==> src/rtl/i2cms_pkg.sv <==
// ----------------------------------------------------------------------------
// i2cms_pkg
// Shared types and codes for the I2C master transfer sequencer.
// ----------------------------------------------------------------------------
package i2cms_pkg;

  // stream and config port widths
  localparam int IN_TDATA_W  = 32;
  localparam int IN_TUSER_W  = 2;
  localparam int OUT_TDATA_W = 40;
  localparam int CFG_IDX_W   = 2;
  localparam int CFG_DATA_W  = 7;

  // item kinds (in_tuser)
  localparam logic [1:0] KIND_LOAD  = 2'd0;
  localparam logic [1:0] KIND_START = 2'd1;
  localparam logic [1:0] KIND_EVENT = 2'd2;

  // bus actions
  localparam logic [2:0] ACT_NONE    = 3'd0;
  localparam logic [2:0] ACT_START   = 3'd1;
  localparam logic [2:0] ACT_NOACK   = 3'd2;
  localparam logic [2:0] ACT_ACK     = 3'd3;
  localparam logic [2:0] ACT_STOP    = 3'd4;
  localparam logic [2:0] ACT_RELEASE = 3'd5;

  // TWI status codes
  localparam logic [7:0] ST_START      = 8'h08;
  localparam logic [7:0] ST_RESTART    = 8'h10;
  localparam logic [7:0] ST_SLA_W_ACK  = 8'h18;
  localparam logic [7:0] ST_DATA_W_ACK = 8'h28;
  localparam logic [7:0] ST_ARB_LOST   = 8'h38;
  localparam logic [7:0] ST_SLA_R_ACK  = 8'h40;
  localparam logic [7:0] ST_DATA_R_ACK = 8'h50;
  localparam logic [7:0] ST_DATA_R_NAK = 8'h58;

  // config register indexes
  localparam logic [CFG_IDX_W-1:0] REG_DEV_ADDR  = 2'd0;
  localparam logic [CFG_IDX_W-1:0] REG_READ      = 2'd1;
  localparam logic [CFG_IDX_W-1:0] REG_COUNT     = 2'd2;
  localparam logic [CFG_IDX_W-1:0] REG_SEND_STOP = 2'd3;

  // in_tdata layout, lowest field last
  typedef struct packed {
    logic [2:0] pad;
    logic [7:0] rx_byte;
    logic [7:0] status_code;
    logic [7:0] buf_data;
    logic [4:0] buf_index;
  } in_data_t;

  typedef struct packed {
    logic [1:0] kind;
    in_data_t   data;
  } item_t;

  typedef struct packed {
    logic [6:0] device_address;
    logic       read_not_write;
    logic [5:0] byte_count;
    logic       send_stop;
  } cfg_t;

  typedef struct packed {
    logic [5:0] ptr;
    logic       busy;
    logic [7:0] saved_error;
  } seq_state_t;

  // out_tdata layout, lowest field last
  typedef struct packed {
    logic [3:0] pad;
    logic [7:0] error_status;
    logic       error_flag;
    logic       busy_res;
    logic [7:0] rx_data;
    logic [4:0] rx_index;
    logic       rx_valid;
    logic [7:0] tx_byte;
    logic       tx_valid;
    logic [2:0] bus_action;
  } result_t;

endpackage

==> src/rtl/i2cms_step.sv <==
// ----------------------------------------------------------------------------
// i2cms_step
// Decision logic for one word: next sequencer state and the result word.
// ----------------------------------------------------------------------------
module i2cms_step (
  input  i2cms_pkg::item_t      item,
  input  i2cms_pkg::seq_state_t cur,
  input  i2cms_pkg::cfg_t       cfg,
  input  logic [7:0]            buf_rd,   // tx buffer at cur.ptr, 0 if beyond depth
  output i2cms_pkg::seq_state_t nxt,
  output i2cms_pkg::result_t    res
);
  import i2cms_pkg::*;

  logic [5:0] ptr_inc;
  logic [6:0] ptr_ahead;

  assign ptr_inc = cur.ptr + 6'd1;

  always_comb begin
    nxt = cur;
    res = '0;
    ptr_ahead = 7'd0;
    case (item.kind)
      KIND_START: begin
        nxt.busy = 1'b1;
        res.bus_action = ACT_START;
      end
      KIND_EVENT: begin
        if (cur.busy) begin
          case (item.data.status_code)
            ST_START, ST_RESTART: begin
              res.tx_valid   = 1'b1;
              res.tx_byte    = {cfg.device_address, cfg.read_not_write};
              nxt.ptr        = 6'd0;
              res.bus_action = ACT_NOACK;
            end
            ST_SLA_W_ACK, ST_DATA_W_ACK: begin
              if (cur.ptr < cfg.byte_count) begin
                res.tx_valid   = 1'b1;
                res.tx_byte    = buf_rd;
                nxt.ptr        = ptr_inc;
                res.bus_action = ACT_NOACK;
              end else begin
                res.bus_action = cfg.send_stop ? ACT_STOP : ACT_RELEASE;
                nxt.busy       = 1'b0;
              end
            end
            ST_DATA_R_ACK: begin
              res.rx_valid   = 1'b1;
              res.rx_index   = cur.ptr[4:0];
              res.rx_data    = item.data.rx_byte;
              nxt.ptr        = ptr_inc;
              ptr_ahead      = {1'b0, ptr_inc} + 7'd1;
              res.bus_action = (ptr_ahead < {1'b0, cfg.byte_count}) ? ACT_ACK : ACT_NOACK;
            end
            ST_SLA_R_ACK: begin
              ptr_ahead      = {1'b0, cur.ptr} + 7'd1;
              res.bus_action = (ptr_ahead < {1'b0, cfg.byte_count}) ? ACT_ACK : ACT_NOACK;
            end
            ST_DATA_R_NAK: begin
              res.rx_valid   = 1'b1;
              res.rx_index   = cur.ptr[4:0];
              res.rx_data    = item.data.rx_byte;
              res.bus_action = ACT_STOP;
              nxt.busy       = 1'b0;
            end
            ST_ARB_LOST: begin
              res.bus_action = ACT_START;
            end
            default: begin
              nxt.saved_error = item.data.status_code;
              res.error_flag  = 1'b1;
              res.bus_action  = ACT_RELEASE;
              nxt.busy        = 1'b0;
            end
          endcase
        end
      end
      default: ;  // load is handled by the buffer; unused kind does nothing
    endcase
    res.busy_res     = nxt.busy;
    res.error_status = nxt.saved_error;
  end

endmodule

==> src/rtl/i2c_master_transfer_sequencer.sv <==
// ----------------------------------------------------------------------------
// i2c_master_transfer_sequencer
// The input register takes the word when it is accepted; the result register
// takes the result word from it when the result register is free or drains.
// Throughput: one word per cycle while out_tready does not stall the result;
// the pointer/busy loop through the decision logic and the registered tx
// buffer read (one write, one read a cycle) set that figure.
// Reset: synchronous, active low; clears control, pointer, busy and error
// registers and the config registers, but for send_stop, which resets to 1.
// The tx buffer is not cleared.
// ----------------------------------------------------------------------------
module i2c_master_transfer_sequencer #(
  parameter int BUF_DEPTH = 32
) (
  input  logic                              clk,
  input  logic                              rst_n,
  // in_tdata: buf_index[4:0], buf_data[12:5], status_code[20:13],
  //           rx_byte[28:21], zero pad[31:29]
  // in_tuser: kind[1:0]
  input  logic                              in_tvalid,
  output logic                              in_tready,
  input  logic [i2cms_pkg::IN_TDATA_W-1:0]  in_tdata,
  input  logic [i2cms_pkg::IN_TUSER_W-1:0]  in_tuser,
  // out_tdata: bus_action[2:0], tx_valid[3], tx_byte[11:4], rx_valid[12],
  //            rx_index[17:13], rx_data[25:18], busy_res[26], error_flag[27],
  //            error_status[35:28], zero pad[39:36]
  output logic                              out_tvalid,
  input  logic                              out_tready,
  output logic [i2cms_pkg::OUT_TDATA_W-1:0] out_tdata,
  // config write port
  input  logic                              cfg_we,
  input  logic [i2cms_pkg::CFG_IDX_W-1:0]   cfg_index,
  input  logic [i2cms_pkg::CFG_DATA_W-1:0]  cfg_wdata
);
  import i2cms_pkg::*;

  localparam int AW = (BUF_DEPTH > 1) ? $clog2(BUF_DEPTH) : 1;

  // input stage
  logic       s_valid_r;
  item_t      s_item_r;

  // result stage
  logic       out_valid_r;
  result_t    out_res_r;

  // config and sequencer state
  cfg_t       cfg_r;
  seq_state_t st_r;

  // tx buffer with registered read, always holding the entry at the pointer
  logic [7:0]    mem [BUF_DEPTH];
  logic [7:0]    rd_data_r;

  logic          advance;
  seq_state_t    st_nxt;
  result_t       res_nxt;
  logic [7:0]    buf_rd;
  logic          ptr_ok;
  logic          bidx_ok;
  logic          wr_en;
  logic [AW-1:0] wr_addr;
  logic [5:0]    rd_ptr;
  logic [AW-1:0] rd_addr;

  // the input stage moves on when the result register is free or drains
  assign advance   = s_valid_r && (!out_valid_r || out_tready);
  assign in_tready = !s_valid_r || advance;

  assign out_tvalid = out_valid_r;
  assign out_tdata  = out_res_r;

  // data beyond depth goes out as zero
  assign ptr_ok = {2'b00, st_r.ptr} < 8'(BUF_DEPTH);
  assign buf_rd = ptr_ok ? rd_data_r : 8'h00;

  i2cms_step u_step (
    .item   (s_item_r),
    .cur    (st_r),
    .cfg    (cfg_r),
    .buf_rd (buf_rd),
    .nxt    (st_nxt),
    .res    (res_nxt)
  );

  // loads beyond depth are dropped
  assign bidx_ok = {3'b000, s_item_r.data.buf_index} < 8'(BUF_DEPTH);
  assign wr_en   = advance && (s_item_r.kind == KIND_LOAD) && bidx_ok;
  assign wr_addr = AW'({3'b000, s_item_r.data.buf_index});

  // prefetch at the pointer the next word will see
  assign rd_ptr  = advance ? st_nxt.ptr : st_r.ptr;
  assign rd_addr = AW'({2'b00, rd_ptr});

  always_ff @(posedge clk) begin
    if (wr_en) begin
      mem[wr_addr] <= s_item_r.data.buf_data;
    end
    // forward a load landing on the prefetched entry
    if (wr_en && (wr_addr == rd_addr)) begin
      rd_data_r <= s_item_r.data.buf_data;
    end else begin
      rd_data_r <= mem[rd_addr];
    end
  end

  // control
  always_ff @(posedge clk) begin
    if (!rst_n) begin
      s_valid_r   <= 1'b0;
      out_valid_r <= 1'b0;
      st_r        <= '0;
    end else begin
      if (in_tready) begin
        s_valid_r <= in_tvalid;
      end
      if (advance) begin
        out_valid_r <= 1'b1;
        st_r        <= st_nxt;
      end else if (out_tready) begin
        out_valid_r <= 1'b0;
      end
    end
  end

  // payload
  always_ff @(posedge clk) begin
    if (in_tready && in_tvalid) begin
      s_item_r.kind <= in_tuser;
      s_item_r.data <= in_tdata;
    end
    if (advance) begin
      out_res_r <= res_nxt;
    end
  end

  // config registers
  always_ff @(posedge clk) begin
    if (!rst_n) begin
      cfg_r.device_address <= 7'd0;
      cfg_r.read_not_write <= 1'b0;
      cfg_r.byte_count     <= 6'd0;
      cfg_r.send_stop      <= 1'b1;
    end else if (cfg_we) begin
      case (cfg_index)
        REG_DEV_ADDR:  cfg_r.device_address <= cfg_wdata;
        REG_READ:      cfg_r.read_not_write <= cfg_wdata[0];
        REG_COUNT:     cfg_r.byte_count     <= cfg_wdata[5:0];
        REG_SEND_STOP: cfg_r.send_stop      <= cfg_wdata[0];
        default: ;
      endcase
    end
  end

endmodule

==> config.mk <==
export PLATFORM = sky130hd
export DESIGN_NAME = i2c_master_transfer_sequencer
export DESIGN_NICKNAME = d
export VERILOG_FILES = /design/src/rtl/i2cms_pkg.sv /design/src/rtl/i2cms_step.sv /design/src/rtl/i2c_master_transfer_sequencer.sv
export SDC_FILE = /design/constraint.sdc
export NUM_CORES = 1
export LEC_CHECK = 0
export ABC_CLOCK_PERIOD_IN_PS = 3000
export BUFFER_PORTS_ARGS = -buffer_cell sky130_fd_sc_hd__buf_4
export CORE_MARGIN = 10
export CORE_UTILIZATION = 55
export CTS_BUF_LIST = sky130_fd_sc_hd__clkbuf_16
export DETAILED_ROUTE_END_ITERATION = 10
export GPL_ROUTABILITY_DRIVEN = 0
export PLACE_DENSITY = 0.76
export SLEW_MARGIN = 10
export SYNTH_ARGS = -nofsm -noshare
export SYNTH_HDL_FRONTEND = slang
export SYNTH_SLANG_ARGS = --single-unit
==> constraint.sdc <==
create_clock -name clk -period 3 [get_ports clk]
set_input_delay 0.9 -clock clk [delete_from_list [all_inputs] [get_ports clk]]
set_output_delay 0.9 -clock clk [all_outputs]
set_load 0.005 [all_outputs]
==> impl_metrics.env <==
export IMPL_tns_ns=0
export IMPL_yosys_top_cells_count="edfxtp_1, mux4_2, nor2b_1"
export IMPL_rsz0062_at_grt="no"
export IMPL_clk_latency_ns=0.53
export IMPL_ant_nets=0
export IMPL_clkTransAtPathRegs_ns=0.06
export IMPL_io_pin_count=90
export IMPL_clock_skew_ns=0.02382
export IMPL_grt_pass1_wl_um=46630
export IMPL_post_cts_buffers=0
export IMPL_numCtsBuffers=36
export IMPL_worstPathMaxFanout=8
export IMPL_grt_pass1_vias=8078
export IMPL_cp_arrival_ns=3.18
export IMPL_drc=0
export IMPL_htree_levels=2
export IMPL_ff2ff_path_depth=6
export IMPL_maxSlewHeadroom=0.1807
export IMPL_yosys_top_cells_area="edfxtp_1, mux4_2, dfxtp_1, mux2i_1, nor2b_1"
export IMPL_area_growth_pct=17.26
export IMPL_worstSetupStartpointType="flop"
export IMPL_synthAdderAreaFrac=0.01707
export IMPL_fin_area_sq_um=17190
export IMPL_synth_cells=840
export IMPL_yosys_area_share_simple=0.06642
export IMPL_status="finished clean"
export IMPL_criticalPathCategory="flop to flop"
export IMPL_final_max_slew_viol_count=0
export IMPL_dp_hpwl_um=20050
export IMPL_grt_overflow=0
export IMPL_fmaxAchievable_mhz=357.3
export IMPL_ys_types=56
export IMPL_place_area_sq_um=16050
export IMPL_async_reset_ff_frac=0
export IMPL_grt_use_total=0.1808
export IMPL_worstMarginPinSlew_ns=1.229
export IMPL_wl_um=30290
export IMPL_min_period_over_period=0.9329
export IMPL_synth_xor_area_frac=0.007171
export IMPL_rows=59
export IMPL_p_leak_nw=5.817
export IMPL_worstReg2RegStart="s_item_r[15]$_DFFE_PP_"
export IMPL_synth_seq_cells=360
export IMPL_synth_top_family_by_area="multiplexers"
export IMPL_hold_viol=0
export IMPL_ctsHoldBuffers=0
export IMPL_yosysMostFrequentCell="edfxtp_1"
export IMPL_core_sq_um=26130
export IMPL_synth_edf_count=323
export IMPL_drive_gt1_frac=0.2909
export IMPL_syn_avg_cell_area_sq_um=17.45
export IMPL_yosysSeqAreaShare=0.7123
export IMPL_finalSetupViolCount=0
export IMPL_hold_depth=1
export IMPL_synth_top_area_share=0.6618
export IMPL_die_area_sq_um=33580
export IMPL_r2r_end="out_tdata[5]$_SDFFCE_PN0P_"
export IMPL_hold_start="s_item_r[26]$_DFFE_PP_"
export IMPL_cts_root_buf="clkbuf_16"
export IMPL_drt_initial_drc_count=799
export IMPL_cts_tree="done"
export IMPL_cts_resized_gates=0
export IMPL_hold_path_end="out_tdata[23]$_SDFFCE_PN0P_"
export IMPL_antenna_found_initial=0
export IMPL_r2r_slack_ns=0.20
export IMPL_synth_flop_cell="edfxtp_1"
export IMPL_die_y_um=183.2
export IMPL_period_needed_ns=2.799
export IMPL_holdWs_ns=0.4985
export IMPL_synth_top_area_cell="edfxtp_1"
export IMPL_vias=7944
export IMPL_synth_compound_area_share=0.04678
export IMPL_avgViaCountPerCell=5.889
export IMPL_fin_nets=1055
export IMPL_peakVddDrop_uv=363.3
export IMPL_drv_cap=0
export IMPL_syn_area_sq_um=14660
export IMPL_powerDensity_nw_per_um2=589.3
export IMPL_wl_per_cell_um=22.46
export IMPL_die_width_um=183.2
export IMPL_hp_class="flop to flop"
export IMPL_crit_start="s_item_r[15]$_DFFE_PP_"
export IMPL_synthMuxAreaShare=0.1333
export IMPL_critPathRequiredTime_ns=3.38
export IMPL_n_antenna_cell=0
export IMPL_worstSetupEndpointType="flop"
export IMPL_yosys_warnings=0
export IMPL_io_buffers=82
export IMPL_dr_pass1_iters=5
export IMPL_grt_max_degree=39
export IMPL_clock_sinks=360
export IMPL_cts_buffer_depth=3
export IMPL_start_util=0.5609
## critical path: stages, from the launching register on
cell	delay (ns)
edfxtp_1	0.46
or4_4	0.58
or3_4	0.44
nor2_1	0.12
nand3_1	0.28
a211oi_1	0.57
a221o_2	0.20
## layer usage
layer	wire, um	global-route usage
met1	12390	0.2345
met2	14990	0.2980
met3	2094	0.03834
met4	825	0.06230
met5	0	0
## how the worst max path moves through the flow
stage | to | slack [ns]
after floorplan | mem[30][0]$_DFFE_PP_ | 0.17
after global placement | st_r[9]$_SDFFE_PN0P_ | 0.12
after detailed placement | st_r[9]$_SDFFE_PN0P_ | 0.05
after CTS | out_tdata[5]$_SDFFCE_PN0P_ | 0.18
after global routing | out_tdata[0]$_DFFE_PP_ | 0.09
final | out_tdata[5]$_SDFFCE_PN0P_ | 0.20
## power breakdown
part           internal (mW)  switching [mW]
sequential              5.52          0.0874
combinational          0.114           0.122
clock                   2.50            1.79
## cell usage in the layout (no fill, tap or decap), types with 25 or more instances in the layout
cell,instances
a211oi_1,25
buf_4,149
clkbuf_16,37
dfxtp_1,33
edfxtp_1,323
inv_1,25
mux2i_1,40
mux4_2,64
nor2_1,43
nor2b_1,44
## cell families (layout without fill, tap and decap cells)
logic type	Yosys count	count (layout)
DFF	360	360
adders and majority gates	20	20
other	1	4
buffers and inverters	59	230
muxes	114	114
AOI/OAI and AO/OA	96	96
xor gates and xnor gates	12	12
and+or+nand+nor	178	178
## state kept, by name, indices dropped and copies added (netlist names), named ones only
register and cells:
cfg_r 15, mem 256, out_tdata 36, out_tvalid 1, s_item_r 26, s_valid_r 1
st_r 15, wr_addr 5
## final cells by class
type                    instances  area, sq um
clock inverters                28        207.7
fillers                      1776         8946
flip-flops and latches        360        10450
repair buffers                150         1139
clock buffers                  37        925.9
multi-input cells             424         3988
well taps                     335        419.2
inverters                      15        60.06
## metrics by stage
| stage | util | power (mW) | setup WS (ns) | std cells |
|---|---|---|---|---|
| 6_report | 0.6577 | 10.13 | 0.2014 | 1349 |
| 5_1_grt | 0.6577 | 10.44 | 0.08936 | 1349 |
| 4_1_cts | 0.6575 | 10.20 | 0.1834 | 1349 |
| 3_5_place_dp | 0.6141 | 5.954 | 0.04551 | 1284 |
| 3_3_place_gp | 0.6141 | 5.941 | 0.1230 | 1284 |
| 2_1_floorplan | - | 5.787 | 0.1701 | 843 |
(Power assumes the default switching activity.)
